$ cat config.mk
export PLATFORM = sky130hd
export DESIGN_NAME = mhct_ctrl_flat
export DESIGN_NICKNAME = d
export VERILOG_FILES = /design/src/rtl/core/mhct_pkg.sv /design/src/rtl/core/mhct_if.sv /design/src/rtl/core/mhct_ctrl.sv /design/src/flat_wrapper.sv
export SDC_FILE = /design/constraint.sdc
export NUM_CORES = 1
export LEC_CHECK = 0
export CORE_AREA = 3 3 321 323
export DETAILED_ROUTE_END_ITERATION = 12
export DIE_AREA = 0 0 324 326
export DONT_BUFFER_PORTS = 1
export HOLD_SLACK_MARGIN = 0.08
export SYNTH_ARGS = -nofsm -noshare
export SYNTH_HDL_FRONTEND = slang
export SYNTH_SLANG_ARGS = --single-unit
$ cat constraint.sdc
create_clock -name clk -period 9.5 [get_ports clk]
set_clock_uncertainty 0.05 [all_clocks]
set_input_delay 1.9 -clock clk [delete_from_list [all_inputs] [get_ports clk]]
set_output_delay 1.9 -clock clk [all_outputs]
set_load 0.01 [all_outputs]
$ cat src/rtl/core/mhct_pkg.sv
// ----------------------------------------------------------------------------
// mhct_pkg
// Shared types, constants and the bucket hash of the MAC hit count table.
// ----------------------------------------------------------------------------
package mhct_pkg;

  // Default geometry.
  localparam int BUCKETS_DEF = 1024;
  localparam int TABLES_DEF  = 4;
  localparam int WAYS_DEF    = 4;

  // Field widths.
  localparam int MAC_W    = 48;
  localparam int TIME_W   = 32;
  localparam int HITS_W   = 2;
  localparam int TSEL_W   = 2;
  localparam int STATUS_W = 3;
  localparam int COUNT_W  = 15;
  localparam int CIDX_W   = 8;
  localparam int CDATA_W  = 32;
  localparam int FOLD_W   = 18;

  // Register reset values.
  localparam logic [TIME_W-1:0] AGE_LIMIT_RST = 32'd15000;
  localparam logic [HITS_W-1:0] REL_HITS_RST  = 2'd2;

  // Register indexes.
  localparam logic [CIDX_W-1:0] REG_AGE_LIMIT = 8'd0;
  localparam logic [CIDX_W-1:0] REG_REL_HITS  = 8'd1;

  // Request types.
  localparam logic REQ_ACCESS = 1'b0;
  localparam logic REQ_SWEEP  = 1'b1;

  // Result status codes.
  localparam logic [STATUS_W-1:0] ST_INSERTED = 3'd0;
  localparam logic [STATUS_W-1:0] ST_HIT      = 3'd1;
  localparam logic [STATUS_W-1:0] ST_RELEASED = 3'd2;
  localparam logic [STATUS_W-1:0] ST_DROPPED  = 3'd3;
  localparam logic [STATUS_W-1:0] ST_SWEPT    = 3'd4;

  localparam logic [COUNT_W-1:0] COUNT_MAX = {COUNT_W{1'b1}};

  // One table entry.
  typedef struct packed {
    logic              valid;
    logic [MAC_W-1:0]  mac;
    logic [HITS_W-1:0] hits;
    logic [TIME_W-1:0] stamp;
  } entry_t;

  // Shift-xor fold of the six MAC bytes, first byte most significant.
  function automatic logic [FOLD_W-1:0] mac_fold(input logic [MAC_W-1:0] mac);
    logic [FOLD_W-1:0] x;
    x = FOLD_W'(mac[47:40]);
    for (int i = 4; i >= 0; i--) begin
      x = (x << 2) ^ FOLD_W'(mac[i*8 +: 8]);
    end
    mac_fold = x ^ (x >> 8);
  endfunction

endpackage

$ cat src/rtl/core/mhct_if.sv
// ----------------------------------------------------------------------------
// mhct_if
// Request, result and configuration channels of the MAC hit count table.
// ----------------------------------------------------------------------------
interface mhct_in_if;
  logic                            valid;
  logic                            ready;
  logic                            req_type;
  logic [mhct_pkg::TSEL_W-1:0]     table_sel;
  logic [mhct_pkg::MAC_W-1:0]      mac_addr;
  logic [mhct_pkg::TIME_W-1:0]     now_ms;
  modport source (output valid, req_type, table_sel, mac_addr, now_ms, input ready);
  modport sink   (input valid, req_type, table_sel, mac_addr, now_ms, output ready);
endinterface

interface mhct_out_if;
  logic                            valid;
  logic                            ready;
  logic [mhct_pkg::STATUS_W-1:0]   status;
  logic [mhct_pkg::COUNT_W-1:0]    aged_count;
  modport source (output valid, status, aged_count, input ready);
  modport sink   (input valid, status, aged_count, output ready);
endinterface

interface mhct_cfg_if;
  logic                            valid;
  logic                            ready;
  logic [mhct_pkg::CIDX_W-1:0]     addr;
  logic [mhct_pkg::CDATA_W-1:0]    data;
  modport source (output valid, addr, data, input ready);
  modport sink   (input valid, addr, data, output ready);
endinterface

$ cat src/rtl/core/mhct_ctrl.sv
// ----------------------------------------------------------------------------
// mhct_ctrl
// Sequencer: clearing pass, bucket read-modify-write, row sweep, result register.
// ----------------------------------------------------------------------------
module mhct_ctrl #(
  parameter int BUCKETS = mhct_pkg::BUCKETS_DEF,
  parameter int TABLES  = mhct_pkg::TABLES_DEF,
  parameter int WAYS    = mhct_pkg::WAYS_DEF,
  localparam int ROWS  = TABLES * BUCKETS,
  localparam int ROW_W = $clog2(ROWS),
  localparam int BKT_W = $clog2(BUCKETS)
) (
  input  logic                          clk,
  input  logic                          rst_n,
  mhct_in_if.sink                       in_ch,
  mhct_out_if.source                    out_ch,
  mhct_cfg_if.sink                      cfg_ch,
  output logic                          rd_en,
  output logic [ROW_W-1:0]              rd_addr,
  input  mhct_pkg::entry_t [WAYS-1:0]   rd_data,
  output logic                          wr_en,
  output logic [ROW_W-1:0]              wr_addr,
  output mhct_pkg::entry_t [WAYS-1:0]   wr_data
);

  localparam logic [2:0] S_INIT  = 3'd0;
  localparam logic [2:0] S_IDLE  = 3'd1;
  localparam logic [2:0] S_ACC   = 3'd2;
  localparam logic [2:0] S_SWEEP = 3'd3;
  localparam logic [2:0] S_DONE  = 3'd4;

  localparam logic [ROW_W-1:0] LAST_ROW = ROW_W'(ROWS - 1);
  localparam int               POP_W    = $clog2(WAYS + 1);

  logic [2:0]                      state_r, state_nxt;
  logic [ROW_W-1:0]                row_r, row_nxt;
  logic [mhct_pkg::MAC_W-1:0]      mac_r;
  logic [mhct_pkg::TIME_W-1:0]     now_r;
  logic [mhct_pkg::STATUS_W-1:0]   res_st_r, res_st_nxt;
  logic [mhct_pkg::COUNT_W-1:0]    cnt_r, cnt_nxt;
  logic [mhct_pkg::TIME_W-1:0]     age_limit_r;
  logic [mhct_pkg::HITS_W-1:0]     rel_hits_r;
  logic                            out_valid_r;
  logic [mhct_pkg::STATUS_W-1:0]   out_st_r;
  logic [mhct_pkg::COUNT_W-1:0]    out_cnt_r;

  logic                            in_acc;
  logic [mhct_pkg::FOLD_W-1:0]     fold;
  logic [ROW_W-1:0]                in_row;
  logic                            out_load;

  mhct_pkg::entry_t [WAYS-1:0]     acc_row;
  mhct_pkg::entry_t [WAYS-1:0]     swp_row;
  logic [mhct_pkg::STATUS_W-1:0]   acc_st;
  logic [POP_W-1:0]                removed;
  logic [mhct_pkg::COUNT_W:0]      cnt_sum;

  // Configuration registers; writes are always taken.
  assign cfg_ch.ready = 1'b1;

  always_ff @(posedge clk) begin
    if (!rst_n) begin
      age_limit_r <= mhct_pkg::AGE_LIMIT_RST;
      rel_hits_r  <= mhct_pkg::REL_HITS_RST;
    end else if (cfg_ch.valid) begin
      if (cfg_ch.addr == mhct_pkg::REG_AGE_LIMIT) begin
        age_limit_r <= cfg_ch.data;
      end
      if (cfg_ch.addr == mhct_pkg::REG_REL_HITS) begin
        rel_hits_r <= cfg_ch.data[mhct_pkg::HITS_W-1:0];
      end
    end
  end

  // Bucket address of the incoming request.
  assign fold   = mhct_pkg::mac_fold(in_ch.mac_addr);
  assign in_row = ROW_W'({in_ch.table_sel, fold[BKT_W-1:0]});

  assign in_ch.ready = (state_r == S_IDLE);
  assign in_acc      = in_ch.valid && in_ch.ready;

  // Access update: first matching way wins, else lowest free way.
  always_comb begin
    logic found;
    logic placed;
    logic [mhct_pkg::HITS_W-1:0] hits_inc;
    acc_row  = rd_data;
    acc_st   = mhct_pkg::ST_DROPPED;
    found    = 1'b0;
    placed   = 1'b0;
    hits_inc = '0;
    for (int w = 0; w < WAYS; w++) begin
      if (!found && rd_data[w].valid && rd_data[w].mac == mac_r) begin
        found    = 1'b1;
        hits_inc = rd_data[w].hits + 1'b1;
        acc_row[w].hits = hits_inc;
        if (hits_inc >= rel_hits_r) begin
          acc_row[w].valid = 1'b0;
          acc_st = mhct_pkg::ST_RELEASED;
        end else begin
          acc_st = mhct_pkg::ST_HIT;
        end
      end
    end
    if (!found) begin
      for (int w = 0; w < WAYS; w++) begin
        if (!placed && !rd_data[w].valid) begin
          placed = 1'b1;
          acc_row[w].valid = 1'b1;
          acc_row[w].mac   = mac_r;
          acc_row[w].hits  = '0;
          acc_row[w].stamp = now_r;
          acc_st = mhct_pkg::ST_INSERTED;
        end
      end
    end
  end

  // Sweep of one row: drop stale entries and count them.
  always_comb begin
    logic stale;
    swp_row = rd_data;
    removed = '0;
    for (int w = 0; w < WAYS; w++) begin
      stale = (now_r < rd_data[w].stamp) ||
              ((now_r - rd_data[w].stamp) >= age_limit_r);
      if (rd_data[w].valid && stale) begin
        swp_row[w].valid = 1'b0;
        removed = removed + 1'b1;
      end
    end
  end

  assign cnt_sum = {1'b0, cnt_r} + (mhct_pkg::COUNT_W + 1)'(removed);

  assign out_load = (state_r == S_DONE) && (!out_valid_r || out_ch.ready);

  // Sequencer next state and memory control.
  always_comb begin
    state_nxt  = state_r;
    row_nxt    = row_r;
    res_st_nxt = res_st_r;
    cnt_nxt    = cnt_r;
    rd_en      = 1'b0;
    rd_addr    = row_r;
    wr_en      = 1'b0;
    wr_addr    = row_r;
    wr_data    = acc_row;
    case (state_r)
      S_INIT: begin
        wr_en = 1'b1;
        wr_data = '0;
        row_nxt = row_r + 1'b1;
        if (row_r == LAST_ROW) begin
          state_nxt = S_IDLE;
        end
      end
      S_IDLE: begin
        cnt_nxt = '0;
        if (in_acc) begin
          if (in_ch.req_type == mhct_pkg::REQ_SWEEP) begin
            rd_en     = 1'b1;
            rd_addr   = '0;
            row_nxt   = '0;
            state_nxt = S_SWEEP;
          end else if (32'(in_ch.table_sel) >= 32'(TABLES)) begin
            res_st_nxt = mhct_pkg::ST_DROPPED;
            state_nxt  = S_DONE;
          end else begin
            rd_en     = 1'b1;
            rd_addr   = in_row;
            row_nxt   = in_row;
            state_nxt = S_ACC;
          end
        end
      end
      S_ACC: begin
        wr_en      = 1'b1;
        res_st_nxt = acc_st;
        state_nxt  = S_DONE;
      end
      S_SWEEP: begin
        wr_en   = 1'b1;
        wr_data = swp_row;
        cnt_nxt = cnt_sum[mhct_pkg::COUNT_W] ? mhct_pkg::COUNT_MAX
                                             : cnt_sum[mhct_pkg::COUNT_W-1:0];
        if (row_r == LAST_ROW) begin
          res_st_nxt = mhct_pkg::ST_SWEPT;
          state_nxt  = S_DONE;
        end else begin
          rd_en   = 1'b1;
          rd_addr = row_r + 1'b1;
          row_nxt = row_r + 1'b1;
        end
      end
      S_DONE: begin
        if (out_load) begin
          state_nxt = S_IDLE;
        end
      end
      default: begin
        state_nxt = S_IDLE;
      end
    endcase
  end

  // Control state.
  always_ff @(posedge clk) begin
    if (!rst_n) begin
      state_r <= S_INIT;
      row_r   <= '0;
    end else begin
      state_r <= state_nxt;
      row_r   <= row_nxt;
    end
  end

  // Request payload and working result.
  always_ff @(posedge clk) begin
    if (in_acc) begin
      mac_r <= in_ch.mac_addr;
      now_r <= in_ch.now_ms;
    end
    res_st_r <= res_st_nxt;
    cnt_r    <= cnt_nxt;
  end

  // Result register.
  always_ff @(posedge clk) begin
    if (!rst_n) begin
      out_valid_r <= 1'b0;
    end else if (out_load) begin
      out_valid_r <= 1'b1;
    end else if (out_ch.ready) begin
      out_valid_r <= 1'b0;
    end
  end

  always_ff @(posedge clk) begin
    if (out_load) begin
      out_st_r  <= res_st_r;
      out_cnt_r <= (res_st_r == mhct_pkg::ST_SWEPT) ? cnt_r : '0;
    end
  end

  assign out_ch.valid      = out_valid_r;
  assign out_ch.status     = out_st_r;
  assign out_ch.aged_count = out_cnt_r;

endmodule

$ cat src/flat_wrapper.sv
// flat-port wrapper written by rule: the top's interface ports become plain ports
module mhct_ctrl_flat 
#(
  parameter int BUCKETS = mhct_pkg::BUCKETS_DEF,
  parameter int TABLES  = mhct_pkg::TABLES_DEF,
  parameter int WAYS    = mhct_pkg::WAYS_DEF,
  localparam int ROWS  = TABLES * BUCKETS,
  localparam int ROW_W = $clog2(ROWS),
  localparam int BKT_W = $clog2(BUCKETS)
)
  (clk, rst_n, rd_en, rd_addr, rd_data, wr_en, wr_addr, wr_data, in_ch_valid, in_ch_req_type, in_ch_table_sel, in_ch_mac_addr, in_ch_now_ms, in_ch_ready, out_ch_valid, out_ch_status, out_ch_aged_count, out_ch_ready, cfg_ch_valid, cfg_ch_addr, cfg_ch_data, cfg_ch_ready);
  mhct_in_if in_ch_i ();
  mhct_out_if out_ch_i ();
  mhct_cfg_if cfg_ch_i ();
  input  logic clk;
  input  logic rst_n;
  output logic rd_en;
  output logic [ROW_W-1:0] rd_addr;
  input  mhct_pkg::entry_t [WAYS-1:0] rd_data;
  output logic wr_en;
  output logic [ROW_W-1:0] wr_addr;
  output mhct_pkg::entry_t [WAYS-1:0] wr_data;
  input wire logic [$bits(in_ch_i.valid)-1:0] in_ch_valid;
  input wire logic [$bits(in_ch_i.req_type)-1:0] in_ch_req_type;
  input wire logic [$bits(in_ch_i.table_sel)-1:0] in_ch_table_sel;
  input wire logic [$bits(in_ch_i.mac_addr)-1:0] in_ch_mac_addr;
  input wire logic [$bits(in_ch_i.now_ms)-1:0] in_ch_now_ms;
  output wire logic [$bits(in_ch_i.ready)-1:0] in_ch_ready;
  output wire logic [$bits(out_ch_i.valid)-1:0] out_ch_valid;
  output wire logic [$bits(out_ch_i.status)-1:0] out_ch_status;
  output wire logic [$bits(out_ch_i.aged_count)-1:0] out_ch_aged_count;
  input wire logic [$bits(out_ch_i.ready)-1:0] out_ch_ready;
  input wire logic [$bits(cfg_ch_i.valid)-1:0] cfg_ch_valid;
  input wire logic [$bits(cfg_ch_i.addr)-1:0] cfg_ch_addr;
  input wire logic [$bits(cfg_ch_i.data)-1:0] cfg_ch_data;
  output wire logic [$bits(cfg_ch_i.ready)-1:0] cfg_ch_ready;
  assign in_ch_i.valid = in_ch_valid;
  assign in_ch_i.req_type = in_ch_req_type;
  assign in_ch_i.table_sel = in_ch_table_sel;
  assign in_ch_i.mac_addr = in_ch_mac_addr;
  assign in_ch_i.now_ms = in_ch_now_ms;
  assign in_ch_ready = in_ch_i.ready;
  assign out_ch_valid = out_ch_i.valid;
  assign out_ch_status = out_ch_i.status;
  assign out_ch_aged_count = out_ch_i.aged_count;
  assign out_ch_i.ready = out_ch_ready;
  assign cfg_ch_i.valid = cfg_ch_valid;
  assign cfg_ch_i.addr = cfg_ch_addr;
  assign cfg_ch_i.data = cfg_ch_data;
  assign cfg_ch_ready = cfg_ch_i.ready;
  mhct_ctrl #(.BUCKETS(BUCKETS), .TABLES(TABLES), .WAYS(WAYS)) u_core (.clk(clk), .rst_n(rst_n), .in_ch(in_ch_i), .out_ch(out_ch_i), .cfg_ch(cfg_ch_i), .rd_en(rd_en), .rd_addr(rd_addr), .rd_data(rd_data), .wr_en(wr_en), .wr_addr(wr_addr), .wr_data(wr_data));
endmodule
== Yosys cells after proc, flatten, opt, wreduce, memory -nomap -nowiden ==
Index checks and enable logic that the tools add are counted.

* Word-level logic and storage cells: 168
* Bits of input ports: 460
* Register bits after elaboration: 166

* Bitwise gates (word level): 6
* Add/sub/neg operators: 13
* Magnitude comparators: 12
* Reductions and logical operators: 42
* Mux-type cells: 69
* Equality and inequality tests: 15

{| class="wikitable"
|+ Operators with widths
! cell !! number
|-
| $pmux 332 s2 || 1
|-
| $mux 332 || 1
|-
| $mux 83 || 4
|-
| $eq 48x48->1 || 4
|-
| $ge 32x32->1 || 4
|-
| $lt 32x32->1 || 4
|-
| $sub 32x32->32 || 4
|-
| $mux 3 || 16
|-
| $mux 12 || 3
|-
| $pmux 12 s3 || 1
|-
| $pmux 15 s2 || 1
|-
| $mux 1 || 29
|-
| $pmux 12 s2 || 1
|-
| $xor 18x8->18 || 1
|-
| $add 15x3->16 || 1
|-
| $logic_and 1x1->1 || 16
|-
| $mux 2 || 8
|-
| $xor 16x8->16 || 1
|-
| $mux 15 || 1
|-
| $pmux 3 s5 || 1
|-
| $xor 14x8->14 || 1
|-
| $add 12x1->12 const B || 1
|-
| $eq 12x12->1 const B || 1
|-
| $xor 12x8->12 || 1
|-
| 23 further kinds || 51
|}

== Depth between registers and ports, before layout ==
* Word-level depth: 29
* Gate-level depth with buffers: 36
* Depth with buffers taken out: 36

== Least setup slack after synthesis ==
Ideal clock, no wire load.

* Kind: input-to-reg
* Start point: in rd_data[12] (netlist bit)
* End point: reg u_core.cnt_r[10] (netlist bit) (data pin)
* Stages on the path: 32
* Buffers on the path: 1
* Path slack: 1.196 ns
* Data arrival time: 7.983 ns
* Library setup time: 0.270 ns
* Data required time: 9.180 ns
* Cells stage by stage: inv_1 ha_1 and3_1 nand4_1 a211o_1 and3_1 o311ai_0 nand3_1 o21ai_0 o41a_1 xor2_1 ha_1 a21o_1 a21o_1 a211oi_1 o221ai_1 a21oi_1 and2_0 a21boi_0 nor2_1 ha_1 xor2_1 ha_1 mux2_2 ha_1 a21o_1 a21oi_1 nor3b_1 and3_1 nand4_1 clkbuf_1 a21oi_1

* Word-level cells in the longest chain between the ends: 14
* Elaborated cells between the ends (all ways): 15
* Those cells by class: 5 x add/sub; 2 x order compare; 6 x mux; 2 x reduce/logical

{| class="wikitable"
|+ RTL lines
! item !! line !! text
|-
| from (decl) || flat_wrapper.sv:19 || <nowiki>input mhct_pkg::entry_t [WAYS-1:0] rd_data;</nowiki>
|-
| $sub 32x32->32 || mhct_ctrl.sv:126 || <nowiki>((now_r - rd_data[w].stamp) >= age_limit_r);</nowiki>
|-
| $ge 32x32->1 || mhct_ctrl.sv:126 ||
|-
| $logic_or 1x1->1 * || mhct_ctrl.sv:125 || <nowiki>stale = (now_r < rd_data[w].stamp) ||</nowiki>
|-
| $logic_and 1x1->1 * || mhct_ctrl.sv:127 || <nowiki>if (rd_data[w].valid && stale) begin</nowiki>
|-
| $mux 1 * || mhct_ctrl.sv:127 ||
|-
| $add 1x1->2 || mhct_ctrl.sv:129 || <nowiki>removed = removed + 1'b1;</nowiki>
|-
| $mux 3 * || mhct_ctrl.sv:127 ||
|-
| $add 3x1->3 || mhct_ctrl.sv:129 ||
|-
| $mux 3 * || mhct_ctrl.sv:127 ||
|-
| $add 3x1->3 || mhct_ctrl.sv:129 ||
|-
| $mux 3 * || mhct_ctrl.sv:127 ||
|-
| $add 15x3->16 * || mhct_ctrl.sv:134 || <nowiki>assign cnt_sum = {1'b0, cnt_r} + (mhct_pkg::COUNT_W + 1)'(removed);</nowiki>
|-
| $mux 15 * || mhct_ctrl.sv:185 || <nowiki>cnt_nxt = cnt_sum[mhct_pkg::COUNT_W] ? mhct_pkg::COUNT_MAX</nowiki>
|-
| $pmux 15 s2 * || mhct_ctrl.sv:149 || <nowiki>case (state_r)</nowiki>
|-
| to (signal assigned) || mhct_ctrl.sv:225 || <nowiki>cnt_r <= cnt_nxt;</nowiki>
|-
| to (decl) || mhct_ctrl.sv:40 || <nowiki>logic [mhct_pkg::COUNT_W-1:0] cnt_r, cnt_nxt;</nowiki>
|}

Mark *: on every way between the ends. The rest lies on a longest branch, timed or not.
A chain may end at the register's enable or synchronous reset.

==> results.ini <==
[timing]
slew_headroom_pct=12.8
finalCritPeriodShare_pct=94.1
min_period_ns=8.94
fmax_mhz=112
slew_viol_final=0
worst_pin_slew_ns=1.31
hold_slack_ns=0.413
tns_ns=0
rsz0062_at_grt=false
setup_viol=0
hold_viol_final=0

[yosys]
synth_area_leader_cell=edfxtp_1
synth_top_area_share_pct=15.0
synth_xor_area_share_pct=12.4
synth_top_family_by_area=compound AO/OA/AOI/OAI gates
synth_compound_gate_area_share_pct=29.6
synth_nets=3531
synthAdderAreaFrac_pct=15.0
async_flop_share_pct=0
syn_inst=2795
synth_flop_cell=edfxtp_1
ys_warn_count=0
synthTopCellsByArea=edfxtp_1 (15%), ha_1 (15%), a22o_1 (12%), xor2_1 (7.0%), xnor2_1 (5.4%)
postSynthAreaPerCell_um2=8.32
synthSimpleGateAreaFrac_pct=15.4
synth-seq-cells=166
synth_edf_count=116
netlist_area_um2=23200
ys_seq_area_share_pct=19.3
synth_mux_area_share_pct=0.484
synth_cell_types=81

[drt]
drc=0
dr_total_vias=23500
wl_met1_mm=56.2
wl_met2_mm=63.7
firstDrtPassIters=6
viasPerCell=5.83
drt_iter0_markers=2567
totalWireLength_mm=146
highest_layer=met5
antenna_left=0
routedWlPerCell_um=36.1
met3_length_mm=16.9

[grt]
grt_pass1_vias=22000
overflow=0
track_usage_pct=26.3
grt_pass1_wl_mm=190
grt_max_degree=81
antenna_found_initial=10

[setup_path]
critPathBufInv=2
cp_max_fo=7
critPathTopFamily=compound AO/OA/AOI/OAI gates
crit_slowest_cell=a2111oi_0
required_ns=7.55
cp_cell_sequence=inv_1, ha_1, and4_1, nand3_1, a2111oi_0, buf_4, o21ai_0, a21oi_1, o211ai_1, a21oi_1, nor4_1, nand3b_1, ha_1, nand4_1, nor4_1, nor3b_1, o21ai_0, nand4_1, a31oi_1, a32o_1
worstSetupPathType=primary input to output pin
max_stage_delay_ns=0.54
end_kind=output pin
startpoint_type=primary input
critPathArrivalTime_ns=6.99

[floorplan]
dieArea_um2=106000
start_util_pct=23.2
die_h_um=326
core_area_um2=100000
ios=839
rows=116
die_w_um=324

[worst_hold_path]
hp-class=register to register

[outcome]
status=complete, no violations

[power]
total_power_mw=5.47
p_leak_nw=10.2
vdd_drop_max_v=0.000121
power_density_nw_per_um2=218

[cts]
clkLatencyLatePin_ns=0.52
post_cts_buffers=0
cts_htree_levels=4
clk_pin_slew_ns=0.08
cts.sinks=166
cts_resized=0
cts_root_buf=clkbuf_16
ctsHoldBuffers=0
cts_tree=built
cts_buffer_depth=2
cts_buffers=17

[layout]
area_growth_syn_to_layout_pct=7.77
nFillCells=11100
stdcell_count=4036
final_cell_mix=a22o_1 (321), ha_1 (271), inv_1 (220)
layout_commonest_cell=a22o_1
final_nets=3457
drive_above_1_share_pct=4.32

[placement]
portBuffers=0
dp_cells=4000
gp_congestion=1.00
dp_hpwl_mm=121

[flow_run]
maxCapViolCount=0

logic make-up (layout without fill, tap and decap cells):
logic type | Yosys count | after routing
other | 1 | 5
xor gates and xnor gates | 330 | 330
DFF | 166 | 166
buffers and inverters | 373 | 312
and+or+nand+nor | 689 | 689
AOI/OAI and AO/OA | 949 | 949
adders and majority gates | 276 | 276
muxes | 11 | 11
worst paths after layout:
| check | start | endpoint | slack (ns) | cells after the start |
|---|---|---|---|---|
| worst max-delay path | rd_data[264] | wr_data[331] | 0.56 | 20 |
| worst min-delay path | u_core.age_limit_r[24] | u_core.age_limit_r[24] | 0.41 | 2 |
| worst max register to register | u_core.now_r[1] | u_core.cnt_r[0] | 1.37 | 33 |
| worst min register to register | u_core.age_limit_r[24] | u_core.age_limit_r[24] | 0.41 | 2 |
sequential cells by signal, indices dropped and copies added, names as in the netlist:
| signal | cells |
|---|---|
| u_core.rel_hits_r | 2 |
| u_core.age_limit_r | 32 |
| u_core.now_r | 32 |
| u_core.mac_r | 48 |
| u_core.out_ch.aged_count | 15 |
| u_core.out_ch.valid | 1 |
| u_core.cnt_r | 15 |
| u_core.res_st_r | 3 |
| u_core.out_ch.status | 3 |
| u_core.wr_addr | 12 |
| u_core.state_r | 3 |
stage by stage:
stage	setup WS (ns)	util (%)	area, um2
floorplan	1.20	-	23200
global placement	0.590	24.4	24400
detailed placement	0.485	24.4	24400
CTS	0.618	25.0	25000
global route	0.111	25.0	25000
finish	0.561	25.0	25100
synth_stat cells, types with 10 or more instances:
master     instances
nor3_1            42
a2111oi_0         10
o31ai_1           10
o21ai_0          109
nand2_1          174
dfxtp_1           50
nor4_1            53
or3_1             12
ha_1             271
nor2b_1           41
a22o_1           321
nand2b_1          43
edfxtp_1         116
xor2_1           187
buf_6             41
buf_2             62
xnor2_1          143
nand3_1           63
clkbuf_1          44
a31oi_1           18
and2_1            23
a211oi_1          21
o21a_1            30
o21bai_1          19
a221oi_1          10
o211ai_1          27
inv_1            221
a21boi_0          40
nor2_1           113
a21o_1            94
nand4_1           53
a21oi_1          182
and3_1            19
cell type report:
cell class                      instances  area, um2  area share [%]
Sequential cell                       166       4480            17.9
Timing Repair Buffer                   57        490            1.96
Multi-Input combinational cell       2256      17000            67.9
Inverter                              223        840            3.35
Tap cell                             1298       1620            6.48
Clock inverter                         15        178           0.709
Antenna cell                            4       10.0          0.0400
Clock buffer                           17        425            1.70
where the power goes:
part / internal, mW / total, mW / switching, mW
Clock: 0.356 / 0.773 / 0.417
Sequential: 0.886 / 1.13 / 0.243
Combinational: 1.18 / 3.57 / 2.39
worst min-delay path, delay by kind of cell, from the launching register on:
kind	cells	cell delay, ns
AO/OA/AOI/OAI	1	0.06
AND/OR/NAND/NOR	1	0.04
flip-flops	1	0.31
per-layer routing:
metal | track usage, % | vias to the layer above
li1 | - | 10300
met2 | 40.9 | 1429
met4 | 13.9 | 2
met3 | 10.4 | 287
met5 | 0 | -
met1 | 31.0 | 11600
No activity file was read; power rests on OpenSTA's default activity.
